<file path="config.mk">
export PLATFORM = sky130hd
export DESIGN_NAME = spi_nor_command_sequencer
export DESIGN_NICKNAME = d
export VERILOG_FILES = /design/src/rtl/scm_pkg.sv /design/src/rtl/scm_front.sv /design/src/rtl/scm_jobq.sv /design/src/rtl/scm_back.sv /design/src/rtl/spi_nor_command_sequencer.sv
export SDC_FILE = /design/constraint.sdc
export NUM_CORES = 1
export LEC_CHECK = 0
export BUFFER_PORTS_ARGS = -buffer_cell sky130_fd_sc_hd__clkbuf_2
export CORE_MARGIN = 4
export CORE_UTILIZATION = 48
export DETAILED_ROUTE_END_ITERATION = 10
export GPL_TIMING_DRIVEN = 0
export HOLD_SLACK_MARGIN = 0.15
export PLACE_DENSITY = 0.66
export SKIP_LAST_GASP = 1
export SLEW_MARGIN = 25
export SYNTH_ARGS = -nofsm -noshare
export SYNTH_HDL_FRONTEND = slang
export SYNTH_HIERARCHICAL = 1
export SYNTH_SLANG_ARGS = --single-unit
</file>
<file path="constraint.sdc">
create_clock -name clk -period 8.1 [get_ports clk]
set_input_delay 0 -clock clk [delete_from_list [all_inputs] [get_ports clk]]
set_output_delay 0 -clock clk [all_outputs]
set_load 0.01 [all_outputs]
</file>
<file path="src/rtl/scm_pkg.sv">
// Shared types and constants for the SPI NOR command sequencer.
// Used by scm_front, scm_jobq, scm_back and the top level.
`default_nettype none

package scm_pkg;

	// request codes on the mode field
	localparam logic [2:0] MODE_READ   = 3'd0;
	localparam logic [2:0] MODE_ERASE  = 3'd1;
	localparam logic [2:0] MODE_PROG   = 3'd2;
	localparam logic [2:0] MODE_STATUS = 3'd3;
	localparam logic [2:0] MODE_DATA   = 3'd4;

	// flash opcodes
	localparam logic [7:0] OP_READ3   = 8'h0B;
	localparam logic [7:0] OP_READ4   = 8'h0C;
	localparam logic [7:0] OP_ERASE3  = 8'hD8;
	localparam logic [7:0] OP_ERASE4  = 8'hDC;
	localparam logic [7:0] OP_PROG3   = 8'h02;
	localparam logic [7:0] OP_PROG4   = 8'h12;
	localparam logic [7:0] OP_WREN    = 8'h06;
	localparam logic [7:0] OP_WRDI    = 8'h04;
	localparam logic [7:0] OP_RDSR    = 8'h05;
	localparam logic [7:0] DUMMY_BYTE = 8'hFF;
	localparam int         BUSY_BIT   = 0;

	// configuration register indexes
	localparam logic CFG_FOUR_BYTE = 1'b0;
	localparam logic CFG_PAGE_SIZE = 1'b1;
	localparam logic [9:0] PAGE_SIZE_RST = 10'd256;

	localparam int JQ_DEPTH = 2;

	typedef enum logic [1:0] {
		TAIL_NONE,
		TAIL_DUMMY,
		TAIL_POLL,
		TAIL_WRDI
	} tail_t;

	// order matters: the back end walks the phases upward
	typedef enum logic [2:0] {
		PH_IDLE,
		PH_WREN,
		PH_CMD,
		PH_ADDR,
		PH_BODY,
		PH_TAIL
	} phase_t;

	typedef struct packed {
		logic        wren;
		logic        cmd_en;
		logic [7:0]  cmd;
		logic        four;
		logic [31:0] addr;
		logic        addr_end;
		logic        body_en;
		logic [7:0]  body;
		logic        body_end;
		tail_t       tail;
		logic [23:0] length;
	} job_t;

endpackage

`default_nettype wire

</file>
<file path="src/rtl/scm_front.sv">
// Front end: takes requests and replies, tracks the operation state and the
// configuration registers, and turns each accepted item that the operation state admits into a job. Uses scm_pkg.
`default_nettype none

module scm_front import scm_pkg::*; #(
	parameter int PAGE_MAX = 512
) (
	input  wire logic        clk,
	input  wire logic        arst_n,
	input  wire logic        push,
	output logic             full,
	input  wire logic [2:0]  mode,
	input  wire logic [31:0] address,
	input  wire logic [23:0] length,
	input  wire logic [7:0]  byte_in,
	input  wire logic        cfg_valid,
	output logic             cfg_ready,
	input  wire logic        cfg_index,
	input  wire logic [9:0]  cfg_data,
	input  wire logic        job_full,
	output logic             job_push,
	output job_t             job
);

	localparam int RW = $clog2(PAGE_MAX + 1);

	logic          four_q;
	logic [9:0]    page_q;
	logic          wait_q, open_q;
	logic [RW-1:0] rem_q;

	logic          wait_d, open_d;
	logic [RW-1:0] rem_d, rem_dec;
	logic          emit, accept, busy;
	logic [23:0]   page_lim, clip;

	assign full      = job_full;
	assign accept    = push && !job_full;
	assign cfg_ready = 1'b1;
	assign job_push  = accept && emit;

	always_comb begin
		busy     = wait_q || open_q;
		page_lim = (24'(page_q) > 24'(PAGE_MAX)) ? 24'(PAGE_MAX) : 24'(page_q);
		clip     = (length < page_lim) ? length : page_lim;
		rem_dec  = (rem_q != '0) ? rem_q - 1'b1 : '0;

		job          = '0;
		job.addr     = address;
		job.length   = length;
		job.four     = four_q;
		job.body     = byte_in;
		job.tail     = TAIL_NONE;
		emit         = 1'b0;
		wait_d       = wait_q;
		open_d       = open_q;
		rem_d        = rem_q;

		unique case (mode)
			MODE_READ: begin
				if (!busy) begin
					emit       = 1'b1;
					job.cmd_en = 1'b1;
					job.cmd    = four_q ? OP_READ4 : OP_READ3;
					job.tail   = TAIL_DUMMY;
				end
			end
			MODE_ERASE: begin
				if (!busy) begin
					emit         = 1'b1;
					job.wren     = 1'b1;
					job.cmd_en   = 1'b1;
					job.cmd      = four_q ? OP_ERASE4 : OP_ERASE3;
					job.addr_end = 1'b1;
					job.tail     = TAIL_POLL;
					wait_d       = 1'b1;
				end
			end
			MODE_PROG: begin
				if (!busy) begin
					emit       = 1'b1;
					job.wren   = 1'b1;
					job.cmd_en = 1'b1;
					job.cmd    = four_q ? OP_PROG4 : OP_PROG3;
					if (clip == '0) begin
						// nothing to write: close on the address and poll right away
						job.addr_end = 1'b1;
						job.tail     = TAIL_POLL;
						wait_d       = 1'b1;
					end else begin
						open_d = 1'b1;
						rem_d  = clip[RW-1:0];
					end
				end
			end
			MODE_STATUS: begin
				if (wait_q) begin
					emit = 1'b1;
					if (byte_in[BUSY_BIT]) begin
						job.tail = TAIL_POLL;
					end else begin
						job.tail = TAIL_WRDI;
						wait_d   = 1'b0;
					end
				end
			end
			MODE_DATA: begin
				if (open_q) begin
					emit         = 1'b1;
					job.body_en  = 1'b1;
					job.body_end = (rem_dec == '0);
					rem_d        = rem_dec;
					if (rem_dec == '0) begin
						open_d   = 1'b0;
						wait_d   = 1'b1;
						job.tail = TAIL_POLL;
					end
				end
			end
			default: ;
		endcase
	end

	always_ff @(posedge clk or negedge arst_n) begin
		if (!arst_n) begin
			four_q <= 1'b0;
			page_q <= PAGE_SIZE_RST;
			wait_q <= 1'b0;
			open_q <= 1'b0;
			rem_q  <= '0;
		end else begin
			if (accept) begin
				wait_q <= wait_d;
				open_q <= open_d;
				rem_q  <= rem_d;
			end
			if (cfg_valid) begin
				case (cfg_index)
					CFG_FOUR_BYTE: four_q <= cfg_data[0];
					CFG_PAGE_SIZE: page_q <= cfg_data;
					default: ;
				endcase
			end
		end
	end

endmodule

`default_nettype wire

</file>
<file path="src/rtl/scm_jobq.sv">
// Short job queue between the front and back ends.
// Depth from scm_pkg (power of two); head entry is shown while rd_valid is high.
`default_nettype none

module scm_jobq import scm_pkg::*; (
	input  wire logic clk,
	input  wire logic arst_n,
	input  wire logic wr_en,
	input  wire job_t wr_job,
	output logic      full,
	output logic      rd_valid,
	output job_t      rd_job,
	input  wire logic rd_en
);

	localparam int AW = $clog2(JQ_DEPTH);

	job_t          mem [JQ_DEPTH];
	logic [AW-1:0] wr_ptr_q, rd_ptr_q;
	logic [AW:0]   count_q;

	assign full     = (count_q == (AW+1)'(JQ_DEPTH));
	assign rd_valid = (count_q != '0);
	assign rd_job   = mem[rd_ptr_q];

	always_ff @(posedge clk) begin
		if (wr_en) begin
			mem[wr_ptr_q] <= wr_job;
		end
	end

	always_ff @(posedge clk or negedge arst_n) begin
		if (!arst_n) begin
			wr_ptr_q <= '0;
			rd_ptr_q <= '0;
			count_q  <= '0;
		end else begin
			if (wr_en) wr_ptr_q <= wr_ptr_q + 1'b1;
			if (rd_en) rd_ptr_q <= rd_ptr_q + 1'b1;
			case ({wr_en, rd_en})
				2'b10:   count_q <= count_q + 1'b1;
				2'b01:   count_q <= count_q - 1'b1;
				default: ;
			endcase
		end
	end

	a_no_overflow: assert property (@(posedge clk) disable iff (!arst_n)
		wr_en |-> !full || rd_en)
		else $error("job written into a full queue");

	a_no_underflow: assert property (@(posedge clk) disable iff (!arst_n)
		rd_en |-> rd_valid)
		else $error("job taken from an empty queue");

	a_count_range: assert property (@(posedge clk) disable iff (!arst_n)
		count_q <= (AW+1)'(JQ_DEPTH))
		else $error("job queue count out of range");

endmodule

`default_nettype wire

</file>
<file path="src/rtl/scm_back.sv">
// Back end: walks each job through its phases (write enable, command,
// address, data, tail) and emits one bus byte per cycle into an output register,
// unless that register is full and not popped. Uses scm_pkg.
`default_nettype none

module scm_back import scm_pkg::*; (
	input  wire logic        clk,
	input  wire logic        arst_n,
	input  wire logic        jq_valid,
	input  wire job_t        jq_job,
	output logic             jq_pop,
	output logic             empty,
	input  wire logic        pop,
	output logic [7:0]       spi_byte,
	output logic             end_frame,
	output logic [23:0]      receive_count,
	output logic             op_done,
	output logic             last
);

	// first phase strictly after cur that this job has
	function automatic phase_t next_after(input job_t j, input phase_t cur);
		phase_t p;
		p = PH_IDLE;
		if (cur < PH_TAIL && j.tail != TAIL_NONE) p = PH_TAIL;
		if (cur < PH_BODY && j.body_en)           p = PH_BODY;
		if (cur < PH_ADDR && j.cmd_en)            p = PH_ADDR;
		if (cur < PH_CMD  && j.cmd_en)            p = PH_CMD;
		if (cur < PH_WREN && j.wren)              p = PH_WREN;
		return p;
	endfunction

	phase_t     phase_q, phase_d, seq_nxt;
	job_t       job_q;
	logic [1:0] cnt_q, cnt_d, bidx;
	logic       out_valid_q, active, adv, load, addr_final;

	logic [7:0]  byte_d;
	logic        end_d, done_d;
	logic [23:0] recv_d;

	logic [7:0]  spi_byte_q;
	logic        end_frame_q, op_done_q, last_q;
	logic [23:0] receive_count_q;

	assign active     = (phase_q != PH_IDLE);
	assign adv        = active && (!out_valid_q || pop);
	assign addr_final = (cnt_q == (job_q.four ? 2'd3 : 2'd2));
	assign jq_pop     = load;

	// next state
	always_comb begin
		seq_nxt = (phase_q == PH_ADDR && !addr_final) ? PH_ADDR : next_after(job_q, phase_q);
		load    = jq_valid && (!active || (adv && seq_nxt == PH_IDLE));
		if (load) begin
			phase_d = next_after(jq_job, PH_IDLE);
			cnt_d   = '0;
		end else if (adv) begin
			phase_d = seq_nxt;
			cnt_d   = (phase_q == PH_ADDR) ? (addr_final ? 2'd0 : cnt_q + 2'd1) : cnt_q;
		end else begin
			phase_d = phase_q;
			cnt_d   = cnt_q;
		end
	end

	// beat contents for the current phase
	always_comb begin
		bidx   = job_q.four ? 2'd3 - cnt_q : 2'd2 - cnt_q;
		byte_d = 8'h00;
		end_d  = 1'b0;
		recv_d = '0;
		done_d = 1'b0;
		unique case (phase_q)
			PH_WREN: begin
				byte_d = OP_WREN;
				end_d  = 1'b1;
			end
			PH_CMD:  byte_d = job_q.cmd;
			PH_ADDR: begin
				byte_d = job_q.addr[{bidx, 3'b000} +: 8];
				end_d  = addr_final && job_q.addr_end;
			end
			PH_BODY: begin
				byte_d = job_q.body;
				end_d  = job_q.body_end;
			end
			PH_TAIL: begin
				end_d = 1'b1;
				unique case (job_q.tail)
					TAIL_DUMMY: begin
						byte_d = DUMMY_BYTE;
						recv_d = job_q.length;
						done_d = 1'b1;
					end
					TAIL_POLL: begin
						byte_d = OP_RDSR;
						recv_d = 24'd1;
					end
					TAIL_WRDI: begin
						byte_d = OP_WRDI;
						done_d = 1'b1;
					end
					default: ;
				endcase
			end
			default: ;
		endcase
	end

	always_ff @(posedge clk or negedge arst_n) begin
		if (!arst_n) begin
			phase_q     <= PH_IDLE;
			cnt_q       <= '0;
			out_valid_q <= 1'b0;
		end else begin
			phase_q <= phase_d;
			cnt_q   <= cnt_d;
			if (adv) begin
				out_valid_q <= 1'b1;
			end else if (pop) begin
				out_valid_q <= 1'b0;
			end
		end
	end

	always_ff @(posedge clk) begin
		if (load) begin
			job_q <= jq_job;
		end
		if (adv) begin
			spi_byte_q      <= byte_d;
			end_frame_q     <= end_d;
			receive_count_q <= recv_d;
			op_done_q       <= done_d;
			last_q          <= (seq_nxt == PH_IDLE);
		end
	end

	assign empty         = !out_valid_q;
	assign spi_byte      = spi_byte_q;
	assign end_frame     = end_frame_q;
	assign receive_count = receive_count_q;
	assign op_done       = op_done_q;
	assign last          = last_q;

	a_addr_cnt: assert property (@(posedge clk) disable iff (!arst_n)
		phase_q == PH_ADDR |-> cnt_q <= (job_q.four ? 2'd3 : 2'd2))
		else $error("address byte counter past the last byte");

	a_body_present: assert property (@(posedge clk) disable iff (!arst_n)
		phase_q == PH_BODY |-> job_q.body_en)
		else $error("data phase entered for a job without data");

	a_tail_present: assert property (@(posedge clk) disable iff (!arst_n)
		phase_q == PH_TAIL |-> job_q.tail != TAIL_NONE)
		else $error("tail phase entered for a job without tail");

	a_load_when_free: assert property (@(posedge clk) disable iff (!arst_n)
		jq_pop |-> !active || (adv && seq_nxt == PH_IDLE))
		else $error("job loaded while the current one is unfinished");

endmodule

`default_nettype wire

</file>
<file path="src/rtl/spi_nor_command_sequencer.sv">
// Top level of the SPI NOR command sequencer: front end, job queue, back end.
// Depends on scm_pkg, scm_front, scm_jobq and scm_back.
//
//   channel   handshake            payload
//   request   push / full          mode, address, length, byte_in
//   result    empty / pop          spi_byte, end_frame, receive_count, op_done, last
//   config    cfg_valid/cfg_ready  cfg_index, cfg_data
//
// A request is classified in the cycle it is accepted; the back end loads it
// from a two-entry job queue and emits one result beat per cycle while the result
// register does not stall it (up to 7 beats per item; ignored items emit none).
// The result register stalls only the back end; the front keeps accepting
// until the job queue fills. Reset clears all operation state, four_byte_address
// to 0 and page_size to 256. cfg_ready is always high.
`default_nettype none

module spi_nor_command_sequencer import scm_pkg::*; #(
	parameter int PAGE_MAX = 512
) (
	input  wire logic        clk,
	input  wire logic        arst_n,
	input  wire logic        push,
	output logic             full,
	input  wire logic [2:0]  mode,
	input  wire logic [31:0] address,
	input  wire logic [23:0] length,
	input  wire logic [7:0]  byte_in,
	output logic             empty,
	input  wire logic        pop,
	output logic [7:0]       spi_byte,
	output logic             end_frame,
	output logic [23:0]      receive_count,
	output logic             op_done,
	output logic             last,
	input  wire logic        cfg_valid,
	output logic             cfg_ready,
	input  wire logic        cfg_index,
	input  wire logic [9:0]  cfg_data
);

	job_t fe_job, jq_job;
	logic fe_push, jq_full, jq_valid, jq_pop;

	scm_front #(
		.PAGE_MAX(PAGE_MAX)
	) u_front (
		.clk       (clk),
		.arst_n    (arst_n),
		.push      (push),
		.full      (full),
		.mode      (mode),
		.address   (address),
		.length    (length),
		.byte_in   (byte_in),
		.cfg_valid (cfg_valid),
		.cfg_ready (cfg_ready),
		.cfg_index (cfg_index),
		.cfg_data  (cfg_data),
		.job_full  (jq_full),
		.job_push  (fe_push),
		.job       (fe_job)
	);

	scm_jobq u_jobq (
		.clk      (clk),
		.arst_n   (arst_n),
		.wr_en    (fe_push),
		.wr_job   (fe_job),
		.full     (jq_full),
		.rd_valid (jq_valid),
		.rd_job   (jq_job),
		.rd_en    (jq_pop)
	);

	scm_back u_back (
		.clk           (clk),
		.arst_n        (arst_n),
		.jq_valid      (jq_valid),
		.jq_job        (jq_job),
		.jq_pop        (jq_pop),
		.empty         (empty),
		.pop           (pop),
		.spi_byte      (spi_byte),
		.end_frame     (end_frame),
		.receive_count (receive_count),
		.op_done       (op_done),
		.last          (last)
	);

endmodule

`default_nettype wire
</file>
==> results_dict.tcl <==
set metrics [dict create \
    status "finished clean" \
    endpoint_kind "flip-flop" \
    antenna_found_initial 0 \
    drive_gt1_share_pct 31.42 \
    p_seq_share_pct 43.8 \
    syn_nets 967 \
    ir_drop_uv 217.9 \
    cts_buffers 34 \
    port_buffers 77 \
    synthArstFlopShare_pct 10.71 \
    reg2reg_depth 11 \
    ios 121 \
    syn_inst 869 \
    dr.first_iter.drc_count 456 \
    fmax_ghz 0.2995 \
    grt_pass1_vias 7480 \
    r2r_start "u_front/page_q[9]$_DFFE_PN0P_" \
    die_x_microns 176.9 \
    n_antenna_cell 0 \
    die_h_microns 176.9 \
    track_usage_pct 16.28 \
    tritoncts "done" \
    root_buffer "clkbuf_16" \
    critPathRequiredTime_ns 8.48 \
    routed_wl_mm 25.46 \
    cp-start-kind "flip-flop" \
    postCtsHoldBufs 84 \
    hold_class "primary input to async pin" \
    synth_area_sq_um 13690 \
    ys.flop_type "edfxtp_1" \
    power.net_switching_mw 1.555 \
    p_leak_nw 6.344 \
    start_util_pct 49.02 \
    p_int_mw 3.761 \
    drc 0 \
    drv_cap 0 \
    fin_total_pwr_mw 5.316 \
    hold_viol_final 0 \
    synth-seq-area-share_pct 66.34 \
    antenna_left 0 \
    rsz0062_at_grt "no" \
    drt_pass1_iterations 7 \
    final_cell_area_sq_um 16600 \
    crit_fanout 10 \
    clock_latency_ns 0.50 \
    synth_edf_count 275 \
    fp.dieArea_sq_um 31300 \
    vias_per_cell 5.069 \
    grt_max_degree 73 \
    p_clk_share_pct 25.8 \
    fin_crit_sh_pct 41.23 \
    path_clk_slew_ns 0.06 \
    power_density_nw_per_um2 320.3 \
    synth_warnings 6 \
    crit_type "flip-flop to flip-flop" \
    max_slew_margin_pct 42.83 \
    routedWlPerCell_microns 17.28 \
    core-area_sq_um 27930 \
    ys_seq_elements 308 \
    dp_hpwl_mm 17.02 \
    clock_path_buffers 3 \
    fin_skew_ns 0.01691 \
    nFillCells 2152 \
    switching_share_pct 29.24 \
    p_comb_share_pct 30.4 \
    fin_setup_tns_ns 0 \
    dpl-instance-area_sq_um 14750 \
    r2r_slack_ns 4.76 \
    clock_sink_count 308 \
    grt_overflow 0 \
    setup_violations 0 \
    area_growth_pct 21.19 \
    tightest_slew_ns 0.8576 \
    r2r_end "u_front/wait_q$_DFFE_PN0P_" \
    nets 1171 \
    cts_setup_buffers 0 \
    finalWeightedCongestion 0.8629 \
    dr_total_vias 7466 \
    arrival_ns 3.72 \
    finalCriticalPeriod_ns 3.339 \
    synth.avg_cell_area_sq_um 15.76 \
    htree_num_levels 2 \
    synth_cell_type_count 77 \
    row_count 61 \
    drv_slew 0 \
    grt_pass1_wl_mm 40.07 \
    cts_resized 0 \
]
## synthesized netlist by cell type, types with 3 or more instances
library cell	n	area share (%)
a21oi_1	32	1.2
a221o_1	6	0.44
a31oi_1	6	0.27
a32o_1	6	0.44
and2_1	27	1.2
buf_12	8	1.2
buf_2	5	0.18
buf_4	71	3.9
buf_6	4	0.33
clkbuf_1	14	0.38
dfrtp_1	32	5.8
edfxtp_1	275	60
ha_1	15	1.4
inv_1	25	0.69
mux2_2	17	1.4
mux2_4	79	8.7
mux2i_1	9	0.66
nand2_1	34	0.93
nand2b_1	7	0.32
nand3_1	5	0.18
nand4_1	5	0.23
nor2_1	33	0.90
nor2b_1	11	0.50
nor3_1	13	0.48
nor3_2	3	0.22
nor4_1	13	0.59
o211ai_1	6	0.33
o21ai_0	25	0.91
o21ai_1	4	0.15
o21ai_2	3	0.19
o221ai_1	3	0.19
o32ai_1	6	0.38
or2_1	3	0.14
or3_1	8	0.37
xnor2_1	3	0.19
xor2_1	3	0.19
## registers in the layout (all words and copies together), names as in the netlist, 2 cells and up
| name | count |
|---|---|
| u_back/receive_count | 24 |
| u_jobq/count_q | 2 |
| u_back/spi_byte | 8 |
| u_back/job_q | 80 |
| u_jobq/mem | 160 |
| u_front/page_q | 10 |
| u_front/rem_q | 10 |
| u_back/cnt_q | 2 |
| u_back/phase_q | 3 |
## kinds of logic (layout without fill, tap and decap cells)
| family | count (synthesis) | after routing | synth area share [%] |
|---|---|---|---|
| AO/OA/AOI/OAI | 122 | 122 | 6.359 |
| XOR/XNOR | 8 | 8 | 0.7036 |
| adder cells (fa/ha/maj) | 15 | 15 | 1.370 |
| buffers and inverters | 128 | 354 | 6.670 |
| flip-flops | 308 | 308 | 66.34 |
| multiplexers | 110 | 110 | 11.38 |
| other | 2 | 2 | 0.05484 |
| AND/OR/NAND/NOR | 176 | 176 | 7.127 |
## cells in the final DEF (no fill, tap or decap), types with 4 or more instances in the layout
master and n:
edfxtp_1 275, dlygate4sd3_1 84, mux2_4 79, clkbuf_2 76
buf_4 71, clkbuf_16 34, nand2_1 34, a21oi_1 32
dfrtp_1 32, nor2_1 31, and2_1 26, o21ai_0 25
inv_1 24, clkbuf_1 20, mux2_2 17, ha_1 15
nor3_1 13, nor4_1 13, nor2b_1 11, clkinv_1 10
buf_12 10, mux2i_1 9, or3_1 8, nand2b_1 7
buf_2 6, a221o_1 6, o211ai_1 6, a31oi_1 6
o32ai_1 6, a32o_1 6, buf_16 5, nand4_1 5
nand3_1 5, buf_6 4, o21ai_1 4
## how the worst max path moves through the flow
stage                                              from                      endpoint  slack [ns]  cells after the start
after floorplan           u_jobq/count_q[1]$_DFFE_PN0P_    u_jobq/mem[0][0]$_DFFE_PP_        3.08                      6
after global placement                          mode[0]   u_jobq/mem[0][68]$_DFFE_PP_        0.59                      8
after detailed placement  u_front/page_q[9]$_DFFE_PN0P_  u_front/rem_q[1]$_DFFE_PN0P_        4.91                     10
after CTS                 u_front/page_q[9]$_DFFE_PN0P_    u_front/wait_q$_DFFE_PN0P_        4.77                     11
after global routing      u_front/page_q[9]$_DFFE_PN0P_    u_front/wait_q$_DFFE_PN0P_        4.53                     11
final                     u_front/page_q[9]$_DFFE_PN0P_    u_front/wait_q$_DFFE_PN0P_        4.76                     11
## power groups by stage
stage / clock network, mW / registers [mW] / logic (mW)
floorplan: 0 / 2.37 / 1.14
global placement: 0 / 2.39 / 1.53
detailed placement: 0 / 2.36 / 1.60
CTS: 1.42 / 2.33 / 1.63
global route: 1.48 / 2.36 / 1.74
finish: 1.37 / 2.33 / 1.62
## critical path, stage by stage (launching register included)
cell           delay, ns
dfrtp_1             0.45
inv_1               0.29
nand2_1             0.13
ha_1                0.32
a21oi_1             0.16
o21ai_1             0.09
a311oi_2            0.35
nand2_2             0.22
mux2i_4             0.29
a211oi_1            0.30
nor3_2              0.07
dlygate4sd3_1       0.55
## through the flow
step	hold WS (ns)	setup slack [ns]	cells	util, %
2_1_floorplan	-0.2956	3.083	869	-
4_1_cts	0.1866	4.774	1473	59.41
3_5_place_dp	0.1875	4.911	1331	52.81
6_report	0.1509	4.761	1473	59.41
3_3_place_gp	0.1857	0.5877	1324	52.10
5_1_grt	0.2090	4.531	1473	59.41
## routing by layer
metal	vias to the layer above	routed length [microns]	part of all wire, %	track usage (%)
li1	3628	-	-	-
met1	3626	11190	44	22.03
met2	177	12620	50	27.77
met3	35	1179	4.6	2.564
met4	0	462	1.8	4.126
met5	-	0	0	0
## layout make-up
type | count | area, sq um | share of cell area (%)
Timing Repair Buffer | 168 | 1404 | 8.459
Clock inverter | 18 | 128.9 | 0.7765
Sequential cell | 308 | 9085 | 54.74
Inverter | 26 | 102.6 | 0.6182
Multi-Input combinational cell | 433 | 3714 | 22.38
Buffer | 102 | 815.8 | 4.916
Clock buffer | 40 | 873.3 | 5.262
Tap cell | 378 | 473.0 | 2.850
Note: power is estimated with default switching activity, not from simulation.
